===== src/design/bpts_pkg.sv =====
// Package for the bitmap priority task scheduler.
// Holds the transfer payload types, event codes, controller/datapath
// command and status structs, and the small helper functions.
`timescale 1ns / 1ps

package bpts_pkg;

    // Event codes carried in the kind field
    localparam logic [1:0] KIND_TICK   = 2'd0;
    localparam logic [1:0] KIND_YIELD  = 2'd1;
    localparam logic [1:0] KIND_SLEEP  = 2'd2;
    localparam logic [1:0] KIND_SWITCH = 2'd3;

    // Wakeup value that means "not sleeping"
    localparam logic [63:0] NO_WAKE = 64'hFFFF_FFFF_FFFF_FFFF;

    // Input transfer
    typedef struct packed {
        logic [1:0]  kind;
        logic [63:0] now_ticks;
        logic [30:0] sleep_ms;
    } t_in_item;

    // Result transfer
    typedef struct packed {
        logic        switch_request;
        logic [2:0]  next_task;
        logic [2:0]  running_task;
        logic [7:0]  ready_tasks;
        logic [7:0]  pending_tasks;
    } t_out_item;

    // Controller -> datapath commands
    typedef struct packed {
        logic load;       // capture event
        logic sum;        // wakeup sum into register
        logic wr_wake;    // store wakeup time of running task
        logic file;       // file ejected tasks, clear scan
        logic reclaim;    // next task goes back to ready, clear scan
        logic wake_step;  // one task of the wake scan
        logic pick_step;  // one task of the priority scan
        logic fallback;   // choose first ready task
        logic done_sw;    // context switch finished
        logic emit;       // register the result
    } t_cmd;

    // Datapath -> controller status
    typedef struct packed {
        logic [1:0] kind;
        logic       ready_zero;
        logic       pend_zero;
        logic       last;
        logic       woke;
        logic       pick_hit;
        logic       cur_sleep;
    } t_sts;

    // Lowest set bit of an eight-bit mask, zero when empty
    function automatic logic [2:0] low_index(input logic [7:0] m);
        logic [2:0] idx;
        idx = 3'd0;
        for (int i = 7; i >= 0; i--) begin
            if (m[i]) begin
                idx = 3'(i);
            end
        end
        return idx;
    endfunction

    // Eight-bit priority of task t
    function automatic logic [7:0] prio_of(input logic [63:0] tbl, input logic [2:0] t);
        logic [63:0] sh;
        sh = tbl >> {t, 3'b000};
        return sh[7:0];
    endfunction

endpackage


===== src/design/bpts_ctrl.sv =====
// Controller state machine of the bitmap priority task scheduler.
// Sequences the per-event steps; drives bpts_pkg::t_cmd, reads bpts_pkg::t_sts.
`timescale 1ns / 1ps

module bpts_ctrl (
    input  logic            i_clk,
    input  logic            i_rst_n,
    input  logic            start,
    output logic            busy,
    input  bpts_pkg::t_sts  i_sts,
    output bpts_pkg::t_cmd  o_cmd
);

    typedef enum logic [3:0] {
        ST_IDLE,
        ST_SUM,
        ST_WRITE,
        ST_FILE,
        ST_CHECK,
        ST_WAKE,
        ST_WAKE_END,
        ST_PICK,
        ST_SWITCH,
        ST_EMIT
    } t_state;

    t_state r_state;
    t_state n_state;
    logic   r_busy;

    // Sleep events pass the routing state twice: once before the sum, once to file
    logic   r_busy_sleep_done;

    assign busy = r_busy;

    // Next state and commands
    always_comb begin
        n_state = r_state;
        o_cmd   = '0;
        case (r_state)
            ST_IDLE: begin
                if (start) begin
                    o_cmd.load = 1'b1;
                    n_state    = ST_FILE;
                end
            end
            ST_SUM: begin
                o_cmd.sum = 1'b1;
                n_state   = ST_WRITE;
            end
            ST_WRITE: begin
                o_cmd.wr_wake = 1'b1;
                n_state       = ST_FILE;
            end
            ST_FILE: begin
                // routing state, entered after the transfer and again after a sleep's store: route by event
                if (i_sts.kind == bpts_pkg::KIND_SWITCH) begin
                    n_state = ST_SWITCH;
                end else if (i_sts.kind == bpts_pkg::KIND_SLEEP && !r_busy_sleep_done) begin
                    n_state = ST_SUM;
                end else begin
                    o_cmd.file    = 1'b1;
                    o_cmd.reclaim = (i_sts.kind != bpts_pkg::KIND_TICK);
                    n_state       = ST_CHECK;
                end
            end
            ST_CHECK: begin
                if (i_sts.kind == bpts_pkg::KIND_TICK) begin
                    n_state = i_sts.pend_zero ? ST_EMIT : ST_WAKE;
                end else begin
                    n_state = i_sts.ready_zero ? ST_EMIT : ST_PICK;
                end
            end
            ST_WAKE: begin
                o_cmd.wake_step = 1'b1;
                if (i_sts.last) begin
                    n_state = ST_WAKE_END;
                end
            end
            ST_WAKE_END: begin
                if (i_sts.woke) begin
                    o_cmd.reclaim = 1'b1;
                    n_state       = ST_PICK;
                end else begin
                    n_state = ST_EMIT;
                end
            end
            ST_PICK: begin
                o_cmd.pick_step = 1'b1;
                // no eligible task: a sleeping yielder takes the first ready task
                o_cmd.fallback  = !i_sts.pick_hit && i_sts.last &&
                                  (i_sts.kind != bpts_pkg::KIND_TICK) && i_sts.cur_sleep;
                if (i_sts.pick_hit || i_sts.last) begin
                    n_state = ST_EMIT;
                end
            end
            ST_SWITCH: begin
                o_cmd.done_sw = 1'b1;
                n_state       = ST_EMIT;
            end
            ST_EMIT: begin
                o_cmd.emit = 1'b1;
                n_state    = ST_IDLE;
            end
            default: begin
                n_state = ST_IDLE;
            end
        endcase
    end

    // State and registered outputs
    always_ff @(posedge i_clk) begin
        if (!i_rst_n) begin
            r_state           <= ST_IDLE;
            r_busy            <= 1'b0;
            r_busy_sleep_done <= 1'b0;
        end else begin
            r_state <= n_state;
            if (r_state == ST_IDLE && start) begin
                r_busy            <= 1'b1;
                r_busy_sleep_done <= 1'b0;
            end else if (r_state == ST_WRITE) begin
                r_busy_sleep_done <= 1'b1;
            end else if (r_state == ST_EMIT) begin
                r_busy <= 1'b0;
            end
        end
    end

endmodule


===== src/design/bpts_dp.sv =====
// Datapath of the bitmap priority task scheduler: task masks, wakeup times,
// priority register, scan counter and result register. Uses bpts_pkg.
`timescale 1ns / 1ps

module bpts_dp #(
    parameter int NUM_TASKS = 8
) (
    input  logic               i_clk,
    input  logic               i_rst_n,
    input  bpts_pkg::t_in_item i_item,
    input  logic               i_cfg_we,
    input  logic [63:0]        i_cfg_wdata,
    input  bpts_pkg::t_cmd     i_cmd,
    output bpts_pkg::t_sts     o_sts,
    output logic               o_valid,
    output bpts_pkg::t_out_item o_result
);

    localparam int IDX_W = (NUM_TASKS > 1) ? $clog2(NUM_TASKS) : 1;

    // Event and configuration
    logic [1:0]           r_kind;
    logic [63:0]          r_now;
    logic [30:0]          r_ms;
    logic [63:0]          r_sum;
    logic [63:0]          r_prio;

    // Task state
    logic [63:0]          r_wake [NUM_TASKS];
    logic [NUM_TASKS-1:0] r_sleep, n_sleep;
    logic [NUM_TASKS-1:0] r_ready, n_ready;
    logic [NUM_TASKS-1:0] r_pend,  n_pend;
    logic [NUM_TASKS-1:0] r_run,   n_run;
    logic [NUM_TASKS-1:0] r_next,  n_next;
    logic [NUM_TASKS-1:0] r_ej,    n_ej;

    // Scan
    logic [IDX_W-1:0]     r_cnt, n_cnt;
    logic                 r_woke, n_woke;
    logic                 r_req, n_req;

    // Result
    logic                 r_valid;
    bpts_pkg::t_out_item  r_out;

    logic [2:0]           w_cur;
    logic [IDX_W-1:0]     w_cur_i;
    logic [7:0]           w_prio_cur;
    logic [7:0]           w_prio_cnt;
    logic [NUM_TASKS-1:0] w_cnt_bit;
    logic [NUM_TASKS-1:0] w_fb_bit;
    logic                 w_wake_hit;
    logic                 w_pick_hit;

    // Running task and scan-slot decode
    assign w_cur      = bpts_pkg::low_index(8'(r_run));
    assign w_cur_i    = w_cur[IDX_W-1:0];
    assign w_prio_cur = bpts_pkg::prio_of(r_prio, w_cur);
    assign w_prio_cnt = bpts_pkg::prio_of(r_prio, 3'(r_cnt));
    assign w_cnt_bit  = NUM_TASKS'(1) << r_cnt;
    assign w_fb_bit   = NUM_TASKS'(1) << bpts_pkg::low_index(8'(r_ready));
    assign w_wake_hit = r_pend[r_cnt] && (r_now > r_wake[r_cnt]);
    assign w_pick_hit = r_ready[r_cnt] && (w_prio_cnt >= w_prio_cur);

    // Status to controller
    always_comb begin
        o_sts.kind       = r_kind;
        o_sts.ready_zero = (r_ready == '0);
        o_sts.pend_zero  = (r_pend == '0);
        o_sts.last       = (r_cnt == IDX_W'(NUM_TASKS - 1));
        o_sts.woke       = r_woke;
        o_sts.pick_hit   = w_pick_hit;
        o_sts.cur_sleep  = r_sleep[w_cur_i];
    end

    // Mask updates
    always_comb begin
        n_ready = r_ready;
        n_pend  = r_pend;
        n_run   = r_run;
        n_next  = r_next;
        n_ej    = r_ej;
        n_sleep = r_sleep;
        n_cnt   = r_cnt;
        n_woke  = r_woke;
        n_req   = r_req;
        // a new event starts with no switch request
        if (i_cmd.load) begin
            n_req = 1'b0;
        end
        // file ejected tasks by their sleep flag
        if (i_cmd.file) begin
            n_pend  = n_pend | (r_ej & r_sleep);
            n_ready = n_ready | (r_ej & ~r_sleep);
            n_ej    = '0;
            n_cnt   = '0;
            n_woke  = 1'b0;
            n_req   = 1'b0;
        end
        // pending switch target competes again
        if (i_cmd.reclaim) begin
            n_ready = n_ready | r_next;
            n_next  = '0;
            n_cnt   = '0;
        end
        if (i_cmd.wr_wake) begin
            n_sleep[w_cur_i] = (r_sum != bpts_pkg::NO_WAKE);
        end
        // wake scan: one task per cycle
        if (i_cmd.wake_step) begin
            if (w_wake_hit) begin
                n_sleep[r_cnt] = 1'b0;
                n_pend[r_cnt]  = 1'b0;
                n_ready[r_cnt] = 1'b1;
                n_woke         = 1'b1;
            end
            n_cnt = r_cnt + IDX_W'(1);
        end
        // priority scan: one task per cycle
        if (i_cmd.pick_step) begin
            if (w_pick_hit) begin
                n_next  = w_cnt_bit;
                n_ready = r_ready & ~w_cnt_bit;
                n_req   = 1'b1;
            end
            n_cnt = r_cnt + IDX_W'(1);
        end
        if (i_cmd.fallback) begin
            n_next  = w_fb_bit;
            n_ready = r_ready & ~w_fb_bit;
            n_req   = 1'b1;
        end
        // context switch done: if a next task is set, it runs and old running is ejected
        if (i_cmd.done_sw && (r_next != '0)) begin
            n_ej   = r_ej | r_run;
            n_run  = r_next;
            n_next = '0;
        end
    end

    // Control registers
    always_ff @(posedge i_clk) begin
        if (!i_rst_n) begin
            r_ready <= {NUM_TASKS{1'b1}} & ~NUM_TASKS'(1);
            r_pend  <= '0;
            r_run   <= NUM_TASKS'(1);
            r_next  <= '0;
            r_ej    <= '0;
            r_sleep <= '0;
            r_cnt   <= '0;
            r_woke  <= 1'b0;
            r_req   <= 1'b0;
            r_prio  <= '0;
            r_valid <= 1'b0;
            r_kind  <= bpts_pkg::KIND_TICK;
        end else begin
            r_ready <= n_ready;
            r_pend  <= n_pend;
            r_run   <= n_run;
            r_next  <= n_next;
            r_ej    <= n_ej;
            r_sleep <= n_sleep;
            r_cnt   <= n_cnt;
            r_woke  <= n_woke;
            r_req   <= n_req;
            r_valid <= i_cmd.emit;
            if (i_cfg_we) begin
                r_prio <= i_cfg_wdata;
            end
            if (i_cmd.load) begin
                r_kind <= i_item.kind;
            end
        end
    end

    // Payload registers
    always_ff @(posedge i_clk) begin
        if (i_cmd.load) begin
            r_now <= i_item.now_ticks;
            r_ms  <= i_item.sleep_ms;
        end
        if (i_cmd.sum) begin
            r_sum <= r_now + 64'(r_ms);
        end
        if (i_cmd.wr_wake) begin
            r_wake[w_cur_i] <= r_sum;
        end
        if (i_cmd.emit) begin
            r_out.switch_request <= r_req;
            r_out.next_task      <= r_req ? bpts_pkg::low_index(8'(r_next)) : 3'd0;
            r_out.running_task   <= w_cur;
            r_out.ready_tasks    <= 8'(r_ready);
            r_out.pending_tasks  <= 8'(r_pend);
        end
    end

    assign o_valid  = r_valid;
    assign o_result = r_out;

endmodule


===== src/design/bitmap_priority_task_scheduler.sv =====
// Top level of the bitmap priority task scheduler.
// Joins bpts_ctrl and bpts_dp; payload types from bpts_pkg.
`timescale 1ns / 1ps

// An event is taken when start is high and busy is low. Every event gives one
// result, shown for a single cycle with o_valid high in the cycle in which
// busy falls; the receiver cannot stall it, so sample it on that cycle. A tick
// runs a wake scan when a task is pending and, if a task woke, a priority
// scan, one task per cycle each. A yield runs only the priority scan; a sleep
// adds the wakeup sum, its store and a second routing pass; a switch-done
// event goes from routing to the switch and then to the result. The next
// event can be taken in the cycle the result shows. The priority register must
// be written by the user with i_cfg_we and i_cfg_wdata only while busy is low
// and no result is due; the block itself does not enforce this.
module bitmap_priority_task_scheduler #(
    parameter int NUM_TASKS = 8
) (
    input  logic                i_clk,
    input  logic                i_rst_n,
    input  logic                start,
    output logic                busy,
    input  bpts_pkg::t_in_item  i_item,
    input  logic                i_cfg_we,
    input  logic [63:0]         i_cfg_wdata,
    output logic                o_valid,
    output bpts_pkg::t_out_item o_result
);

    bpts_pkg::t_cmd w_cmd;
    bpts_pkg::t_sts w_sts;

    // Event sequencer
    bpts_ctrl u_ctrl (
        .i_clk   (i_clk),
        .i_rst_n (i_rst_n),
        .start   (start),
        .busy    (busy),
        .i_sts   (w_sts),
        .o_cmd   (w_cmd)
    );

    // Task state and scans
    bpts_dp #(
        .NUM_TASKS (NUM_TASKS)
    ) u_dp (
        .i_clk       (i_clk),
        .i_rst_n     (i_rst_n),
        .i_item      (i_item),
        .i_cfg_we    (i_cfg_we),
        .i_cfg_wdata (i_cfg_wdata),
        .i_cmd       (w_cmd),
        .o_sts       (w_sts),
        .o_valid     (o_valid),
        .o_result    (o_result)
    );

endmodule

===== config.mk =====
export PLATFORM = sky130hd
export DESIGN_NAME = bitmap_priority_task_scheduler
export DESIGN_NICKNAME = d
export VERILOG_FILES = /design/src/design/bpts_pkg.sv /design/src/design/bpts_ctrl.sv /design/src/design/bpts_dp.sv /design/src/design/bitmap_priority_task_scheduler.sv
export SDC_FILE = /design/constraint.sdc
export NUM_CORES = 1
export LEC_CHECK = 0
export ABC_AREA = 1
export ABC_CLOCK_PERIOD_IN_PS = 15410
export BUFFER_PORTS_ARGS = -buffer_cell sky130_fd_sc_hd__buf_2
export CAP_MARGIN = 10
export CORE_AREA = 5 5 309 311
export CTS_BUF_LIST = sky130_fd_sc_hd__clkbuf_4 sky130_fd_sc_hd__clkbuf_8 sky130_fd_sc_hd__clkbuf_16
export CTS_CLUSTER_DIAMETER = 50
export DETAILED_ROUTE_END_ITERATION = 7
export DIE_AREA = 0 0 314 316
export PLACE_DENSITY = 0.59
export SYNTH_ARGS = -nofsm -noshare
export SYNTH_HDL_FRONTEND = slang
export SYNTH_SLANG_ARGS = --single-unit

===== constraint.sdc =====
create_clock -name i_clk -period 15.41 [get_ports i_clk]
set_input_delay 3.082 -clock i_clk [delete_from_list [all_inputs] [get_ports i_clk]]
set_output_delay 3.082 -clock i_clk [all_outputs]
set_load 0.005 [all_outputs]

== Word-level counts from Yosys, hierarchy flattened ==
Memory sizes are Yosys's and may differ from the RTL's. A register that Yosys moved wholly into a read port is not among the register bits.
Index checks and enable logic that the tools add are counted.
W data, S select, Z words.

* Input port bits: 165
* Register bits after elaboration: 308
* Output and inout bits: 25
* Bits in writable memories: 512
* Memories: 1

* Equal/unequal tests: 17
* Magnitude comparators: 6
* Bitwise operators: 17
* Reductions and logical operators: 29
* Shifts and indexed selects: 4
* Add/sub/neg operators: 2
* Mux-type cells: 95

{| class="wikitable"
|+ Memories
! name !! depth !! bits a word !! rd ports !! clocked after Yosys merged registers in !! wr ports !! line !! source
|-
| u_dp.r_wake || 8 || 64 || 1 || 1 || 1 || bpts_dp.sv:29 || <nowiki>logic [63:0] r_wake [NUM_TASKS];</nowiki>
|}

{| class="wikitable"
|+ Operators with widths
! kind !! number
|-
| $mux W8 || 19
|-
| $shr A64 B6 Y8 || 2
|-
| $mux W3 || 27
|-
| $add A64 B31 Y64 || 1
|-
| $gt A64 B64 Y1 || 1
|-
| $ne A64 B64 Y1 const B || 1
|-
| $and A8 B8 Y8 || 6
|-
| $or A8 B8 Y8 || 5
|-
| $pmux W4 S9 || 1
|-
| $mux W4 || 8
|-
| $not A8 Y8 || 4
|-
| $mux W1 || 28
|-
| $eq A4 B3 Y1 const B || 4
|-
| $logic_not A8 Y1 || 2
|-
| $shl A1 B3 Y8 const A || 2
|-
| $logic_and A1 B1 Y1 || 10
|-
| $mux W2 || 5
|-
| $bmux W1 S3 || 3
|-
| $bwmux W8 || 1
|-
| $eq A4 B2 Y1 const B || 2
|-
| $eq A4 B4 Y1 const B || 2
|-
| $ge A8 B8 Y1 || 1
|-
| $lt A3 B4 Y1 const B || 2
|-
| $reduce_bool A8 Y1 || 1
|-
| other kinds (21) || 32
|}

== Depth between registers and ports, before layout ==
Gate-level depths: netlist of the first run.

* Depth after elaboration: 19
* Gate-level depth with buffers: 26
* Gate-level depth less buffers: 24

== By module ==
From an unflattened synthesis of the first run, not the netlist that was laid out.

* Cells, all modules: 3,475
* Area total of the unflattened synthesis: 36,754.0 um2

{| class="wikitable"
|+ By module, submodules not included
! module !! sequential area each (um2) !! times used !! cells each !! area an instance (um2)
|-
| bpts_dp || 23,302.3 || 1 || 3,383 || 36,202.2
|-
| bpts_ctrl || 120.1 || 1 || 92 || 551.8
|}

== Worst setup path before layout of the first run ==
Ideal clock, no wire load.

* Path type: input to register
* From: input start
* To: register u_dp.r_kind[1]
* Buffers on the path: 0
* Setup time: 130 ps
* Data arrival time: 8,071 ps
* Stages: 5
* Slack: 7,209 ps
* Cell sequence: inv_1 nor2_1 inv_1 o21ai_0 a21oi_1

{| class="wikitable"
|+ RTL lines
! element !! line !! source
|-
| start, declared || bitmap_priority_task_scheduler.sv:20 || <nowiki>input logic start,</nowiki>
|-
| end signal, assigned || bpts_dp.sv:155 || <nowiki>r_kind <= bpts_pkg::KIND_TICK;</nowiki>
|-
| end signal, assigned || bpts_dp.sv:171 || <nowiki>r_kind <= i_item.kind;</nowiki>
|-
| end, declared || bpts_dp.sv:22 || <nowiki>logic [1:0] r_kind;</nowiki>
|}

==> out/metrics.csv, run 1 <==
stage,metric,value,unit
clock_tree,CTS Hold Bufs,0,
placement,GP Congestion,0.9846,
finish,post-route cell area,42120,um2
synthesis,mux cell area share after synthesis,0.01751,
critical_path,flop2flop setup slack,9430,ps
global_routing,initial antenna violation count,0,
synthesis,Mean Syn Cell Area,10.98,um2
synthesis,#FFs+latches synth,823,
global_routing,first-pass GRT wire length,157300,um
finish,FILL cells,8528,
synthesis,"Seq/Total Area, Yosys",0.6390,
clock_tree,H-tree Lvls,3,
synthesis,Yosys top cell area share,0.5685,
hold_path,Worst Hold Class,register to register,
hold_path,hold path depth,2,
finish,Post-Layout Cell Count,4793,
timing,slew margin rel.,0.3032,
run_status,status,finished clean,
floorplanning,IO Count,190,
clock_tree,post-CTS setup buffers,0,
finish,Area Growth Syn to Fin,14.90,%
clock_tree,Num CTS Buffers,99,
timing,fin crit share,0.3878,
critical_path,WS Path Type,register to register,
run,Max-cap violations,0,
route,initial drt markers,2577,
critical_path,Worst Path Max Fanout,74,
clock_tree,clk slew on worst S/H paths,60,ps
clock_tree,CTS sink count,823,
clock_tree,Root Buffer,clkbuf_16,
floorplanning,die area,99220,um2
synthesis,asr flop ratio synth,0,
critical_path,worst flop-to-flop path endpoint,u_dp.r_ready[4],
critical_path,R2R cell count,17,
route,vias per inst,5.521,
route,drt first pass iters,8,
synthesis,Syn Nets,3613,
timing,Final Hold Slack,461.9,ps
synthesis,Yosys top cell by area,edfxtp_1,
finish,diode count,0,
synthesis,Synth Flop Type,edfxtp_1,
finish,layout cell share with drive strength beyond 1,0.1204,
critical_path,crit path DAT,6520,ps
critical_path,startpoint types,register,
hold_path,Hold EP,u_ctrl.busy,
global_routing,GRT overflow,0,
clock_tree,TritonCTS clock tree,built,
route,Post-DRT Antenna Nets,0,
synthesis,simple-gate share of the synthesized area,0.1340,
floorplanning,Rows,112,
floorplanning,core area,92490,um2
timing,slew at the pin with the worst max-slew slack,1045,ps
timing,f_max,0.1673,GHz
placement,Post-DP Area,38780,um2
floorplanning,Die Ht,316,um
finish,final net count,3793,
global_routing,number of global-route vias before repair,25510,
synthesis,Adder-Cell Fraction of Synth Area,0.03775,
timing,setup TNS,0,ps
synthesis,number of synthesized flops with an enable pin,694,
power,Leak,15.23,nW
floorplanning,initial core utilization,0.3963,
synthesis,Compound-Gate Fraction of Synth Area,0.1192,
timing,setup violation total in the final timing report,0,
critical_path,WP data required,15950,ps
timing,unrepaired setup endpoints after global routing,no,
synthesis,Post-Syn Area,36660,um2
power,worst vdd ir,0.08758,mV
floorplanning,die width,314,um
placement,Cells after DPL,4614,
hold_path,Worst Hold Launch,u_ctrl.busy,
clock_tree,post-CTS sizing,0,
synthesis,main combinational cell family by area after synthesis,simple AND/OR/NAND/NOR gates,
synthesis,Cells after Synth,3338,
synthesis,Synth cell types,60,
placement,PortBufs,189,
clock_tree,clk_lat worst skew,670,ps
synthesis,"top cells by area, synth","edfxtp_1 (57%), dfxtp_1 (7.0%), nor2_1 (5.7%), o21ai_0 (5.1%), nand2_1 (4.0%)",
timing,Worst Skew,19.25,ps
route,Vias,26460,
route,drt drc,0,
global_routing,Total GRT Usage,0.2062,
timing,Final Hold Fails,0,
route,wire length per cell,21.92,um
placement,pre-CTS WS,9491,ps
clock_tree,Bufs on Longest Clock Path,3,
timing,worst setup margin,9433,ps
critical_path,endpoint kind of the worst setup timing path,register,
timing,minimum clock period after layout,5977,ps
route,Total Wirelength,105100,um
synthesis,Syn. warnings,0,
global_routing,largest net degree at the start of global routing,98,
timing,Slew Limit Fails,0,
synthesis,Synth Area in XOR/XNOR,0.01266,
power,Pwr Density,161.7,nW/um2
placement,hpwl dp,69460,um
## through the flow
| stage | utilization | power (mW) |
|---|---|---|
| 2_1_floorplan | - | 3.958 |
| 3_3_place_gp | 0.4193 | 4.490 |
| 3_5_place_dp | 0.4193 | 4.500 |
| 4_1_cts | 0.4554 | 6.852 |
| 5_1_grt | 0.4554 | 7.131 |
| 6_report | 0.4554 | 6.812 |
## worst max-delay path: stages (launching register included)
cell and delay, ps:
dfxtp_4 740, buf_4 700, buf_4 750, buf_4 810
o21ai_0 210, o221ai_1 230, o21ai_0 150, ha_1 330
nand2_1 70, nor2_1 210, nand4_1 180, nand3b_1 310
nor2_1 470, nor2_2 200, nand3_1 160, nand2_1 70
nand2_1 60, nand2_1 40
## placed cells by master, fill, tap and decap left out, drive strengths merged, types with 27 or more instances in the layout
| cell | n |
|---|---|
| a21oi | 141 |
| buf | 214 |
| clkbuf | 113 |
| clkinv | 43 |
| dfxtp | 129 |
| edfxtp | 694 |
| ha | 109 |
| inv | 247 |
| mux2i | 63 |
| nand2 | 395 |
| nand3 | 99 |
| nand4 | 51 |
| nor2 | 560 |
| nor3 | 32 |
| o21ai | 378 |
| o221ai | 63 |
| o22ai | 27 |
| o32ai | 66 |
| xor2 | 38 |
## worst max-delay path by stage
| stage | depth (start not counted) | slack (ps) | endpoint | start |
|---|---|---|---|---|
| 3_3_place_gp | 17 | 9570 | u_dp.r_ready[6] | register |
| 4_1_cts | 17 | 9490 | u_dp.r_ready[4] | register |
| 5_1_grt | 17 | 9000 | u_dp.r_pend[3] | register |
| 2_1_floorplan | 5 | 7210 | u_dp.r_kind[1] | start |
| 3_5_place_dp | 17 | 9490 | u_dp.r_ready[6] | register |
| 6_report | 17 | 9430 | u_dp.r_ready[4] | register |
## Yosys cell counts (all sizes together), types with 18 or more instances
cell,number
edfxtp,694
nor2,560
nand2,395
o21ai,378
inv,241
a21oi,141
dfxtp,129
ha,109
clkbuf,106
nand3,99
o32ai,66
mux2i,63
o221ai,63
nand4,51
xor2,38
nor3,32
buf,29
o22ai,27
nor4,18
## layer usage
metal | share of wire | GRT usage
met5 | 0 | 0
met1 | 0.44 | 0.2857
met3 | 0.062 | 0.02956
met4 | 0.034 | 0.07425
met2 | 0.46 | 0.3343
## power breakdown
part / leakage, nW / total [mW] / switching [mW] / internal [mW]
Sequential: 7.37 / 3.17 / 0.301 / 2.86
Combinational: 6.22 / 1.31 / 0.892 / 0.414
Clock: 1.64 / 2.34 / 0.951 / 1.39
Total: 15.2 / 6.81 / 2.14 / 4.67
## cell type report
cell class,count,area [um2],share of cell area
repair buffers,214,1134,0.02691
clock buffers,113,2666,0.06331
flip-flops and latches,823,23430,0.5564
clock inverters,66,669.4,0.01589
multi-input cells,2139,11800,0.2801
well taps,1197,1498,0.03556
inverters,241,919.6,0.02183
## flip-flops by register name, summed over array words and instances, names as in the netlist, 3 cells and up, named ones only
signal and cells:
u_ctrl.r_state 4, u_dp.o_result 23, u_dp.r_cnt 3, u_dp.r_ej 8, u_dp.r_ms 31, u_dp.r_next 8
u_dp.r_now 64, u_dp.r_pend 8, u_dp.r_prio 64, u_dp.r_ready 8, u_dp.r_run 8, u_dp.r_sleep 8
u_dp.r_sum 64, u_dp.r_wake 512
## kinds of logic (layout without fill, tap and decap cells)
| kind of cell | Yosys count | after routing |
|---|---|---|
| AO/OA/AOI/OAI | 736 | 736 |
| flip-flops | 823 | 823 |
| multiplexers | 64 | 64 |
| buffers and inverters | 376 | 634 |
| XOR/XNOR | 53 | 53 |
| AND/OR/NAND/NOR | 1176 | 1176 |
| adder cells (fa/ha/maj) | 110 | 110 |
No activity file was read; power rests on OpenSTA's default activity.
==> run 2, diff against run 1 <==
--- a/config.mk
+++ b/config.mk
@@ -6,7 +6,7 @@
 export NUM_CORES = 1
 export LEC_CHECK = 0
 export ABC_AREA = 1
-export ABC_CLOCK_PERIOD_IN_PS = 15410
+export ABC_CLOCK_PERIOD_IN_PS = 5600
 export BUFFER_PORTS_ARGS = -buffer_cell sky130_fd_sc_hd__buf_2
 export CAP_MARGIN = 10
 export CORE_AREA = 5 5 309 311
==> constraint.sdc (replaced) <==
create_clock -name i_clk -period 5.6 [get_ports i_clk]
set_input_delay 1.12 -clock i_clk [delete_from_list [all_inputs] [get_ports i_clk]]
set_output_delay 1.12 -clock i_clk [all_outputs]
set_load 0.005 [all_outputs]
==> out/metrics.csv, run 2 (synthesis results as in run 1) <==
stage,metric,value,unit,change
timing,unrepaired setup endpoints after global routing,no,,
timing,f_max,0.2253,GHz,+35%
critical_path,Worst Path Max Fanout,14,,-81%
finish,Largest Register,u_dp.r_wake,,
clock_tree,Bufs on Longest Clock Path,3,,unchanged
placement,hpwl dp,70920,um,+2.1%
clock_tree,clk_lat worst skew,680,ps,about the same
clock_tree,post-CTS sizing,0,,unchanged
floorplanning,IO Count,190,,unchanged
power,P_sw,5.933,mW,+180%
critical_path,flop2flop setup slack,1160,ps,-8270 ps
finish,Post-Layout Cell Count,4815,,+0.46%
route,initial drt markers,2164,,-16%
route,Total Wirelength,105400,um,+0.33%
placement,Cells after DPL,4629,,+0.33%
run,Max-cap violations,0,,unchanged
power,internal power,12.99,mW,+180%
clock_tree,Num CTS Buffers,100,,+1.0%
timing,Final Hold Fails,0,,unchanged
finish,"commonest non-fill, non-tap cell in the layout",edfxtp_1,,
power,Leak,15.38,nW,+1.0%
global_routing,Total GRT Usage,0.2073,,+0.001151
finish,final core occ,0.4586,,+0.003179
floorplanning,Die Ht,316,um,unchanged
clock_tree,post-CTS setup buffers,0,,unchanged
critical_path,ordered list of cells on the worst path,"inv_1, nor3_1, inv_1, o22ai_1, a221oi_1, o2111ai_1, inv_1, ha_1, nand2_1, o21ai_0, nand2_1, nand3_1, nand2_4, inv_1, nand2_1, o21ai_0, nand2_1, nand2_1, nand2_1",,
placement,GP Congestion,0.9382,,-4.7%
finish,layout cell share with drive strength beyond 1,0.1247,,+0.004312
timing,fin crit share,0.7926,,+0.4048
global_routing,first-pass GRT wire length,157600,um,+0.15%
route,Vias,26476,,+0.060%
finish,most frequent cells in the layout,"edfxtp_1 (694), nor2_1 (550), nand2_1 (392)",,
route,Post-DRT Antenna Nets,0,,unchanged
power,Pwr Density,446.1,nW/um2,+180%
finish,final net count,3809,,+0.42%
floorplanning,core area,92490,um2,unchanged
critical_path,startpoint types,register,,
timing,slew margin rel.,0.2606,,-0.04260
timing,Worst Skew,39.92,ps,+20.67 ps
power,Sw Ratio,0.3136,,-0.001149
power,Flop pwr share,0.462,,-0.003
floorplanning,die width,314,um,unchanged
floorplanning,die area,99220,um2,unchanged
clock_tree,Root Buffer,clkbuf_16,,
clock_tree,clk slew on worst S/H paths,60,ps,about the same
clock_tree,CTS sink count,823,,unchanged
critical_path,WS Path Type,register to register,,
timing,Final Hold Slack,472.2,ps,+10.31 ps
global_routing,largest net degree at the start of global routing,121,,+23%
finish,FILL cells,8561,,+0.39%
route,vias per inst,5.499,,-0.40%
power,Logic pwr share,0.190,,-0.002
run_status,status,finished clean,,
timing,slew at the pin with the worst max-slew slack,1109,ps,+63.91 ps
critical_path,cell mode on critical path,nand2_1,,
global_routing,number of global-route vias before repair,25784,,+1.1%
global_routing,initial antenna violation count,3,,+3
critical_path,"slowest stage delay, CP",660,ps,-150 ps
critical_path,crit path DAT,4980,ps,-1540 ps
floorplanning,Rows,112,,unchanged
placement,PortBufs,189,,unchanged
critical_path,slowest cell on the critical path,dfxtp_1,,
route,drt first pass iters,6,,-2
critical_path,endpoint kind of the worst setup timing path,register,,
route,drt drc,0,,unchanged
floorplanning,initial core utilization,0.3963,,unchanged
clock_tree,H-tree Lvls,3,,unchanged
power,worst vdd ir,0.2215,mV,+150%
critical_path,WP data required,6150,ps,-9800 ps
power,total power,18.92,mW,+180%
timing,setup TNS,0,ps,unchanged
finish,Area Growth Syn to Fin,15.70,%,
power,clock share of power,0.348,,+0.004
finish,Largest register FFs,512,,unchanged
route,wire length per cell,21.89,um,-0.13%
clock_tree,TritonCTS clock tree,built,,
clock_tree,CTS Hold Bufs,0,,unchanged
timing,minimum clock period after layout,4439,ps,-1538 ps
hold_path,Worst Hold Class,register to register,,
global_routing,GRT overflow,0,,unchanged
timing,Slew Limit Fails,0,,unchanged
timing,setup violation total in the final timing report,0,,unchanged
[run 2: through the flow]
step | setup WS (ps) | cell area [um2]
global route | 841.1 | 42410
CTS | 1303 | 42410
floorplan | 1130 | 36660
finish | 1161 | 42410
global placement | 1320 | 38970
detailed placement | 1308 | 38970
[run 2: final timing paths]
| path | from | cells past startpoint | endpoint |
|---|---|---|---|
| worst max-delay path | u_dp.r_cnt[2] | 19 | u_dp.r_ready[4] |
| worst min-delay path | u_dp.r_prio[47] | 2 | u_dp.r_prio[47] |
| worst max register to register | u_dp.r_cnt[2] | 19 | u_dp.r_ready[4] |
| worst min register to register | u_dp.r_prio[47] | 2 | u_dp.r_prio[47] |
[run 2: power by group through the flow]
stage / clock [mW] / combinational, mW / sequential, mW
CTS: 6.70 / 3.62 / 8.73
floorplan: 0 / 2.46 / 8.41
global route: 6.96 / 4.05 / 8.81
global placement: 0 / 3.57 / 8.84
detailed placement: 0 / 3.59 / 8.85
finish: 6.58 / 3.60 / 8.74
[run 2: routing by layer]
layer  global-route usage  part of all wire
met3              0.03415             0.065
met1               0.2864              0.44
met4              0.06154             0.026
met2               0.3403              0.47
met5                    0           0.00026
[run 2: critical path: cells and delay by family (launching register included)]
family / cells / cell delay, ps
AO/OA/AOI/OAI: 5 / 870
adder cells (fa/ha/maj): 1 / 280
buffers and inverters: 4 / 900
flip-flops: 1 / 660
AND/OR/NAND/NOR: 9 / 1590
[run 2: cell type report]
class                   instances  area [um2]  share of cell area
diodes                          2       5.005           0.0001180
clock buffers                 123        2781             0.06558
clock inverters                61       655.6             0.01546
inverters                     241       919.6             0.02168
multi-input cells            2139       11800              0.2782
flip-flops and latches        823       23430              0.5525
well taps                    1197        1498             0.03531
repair buffers                229        1321             0.03115
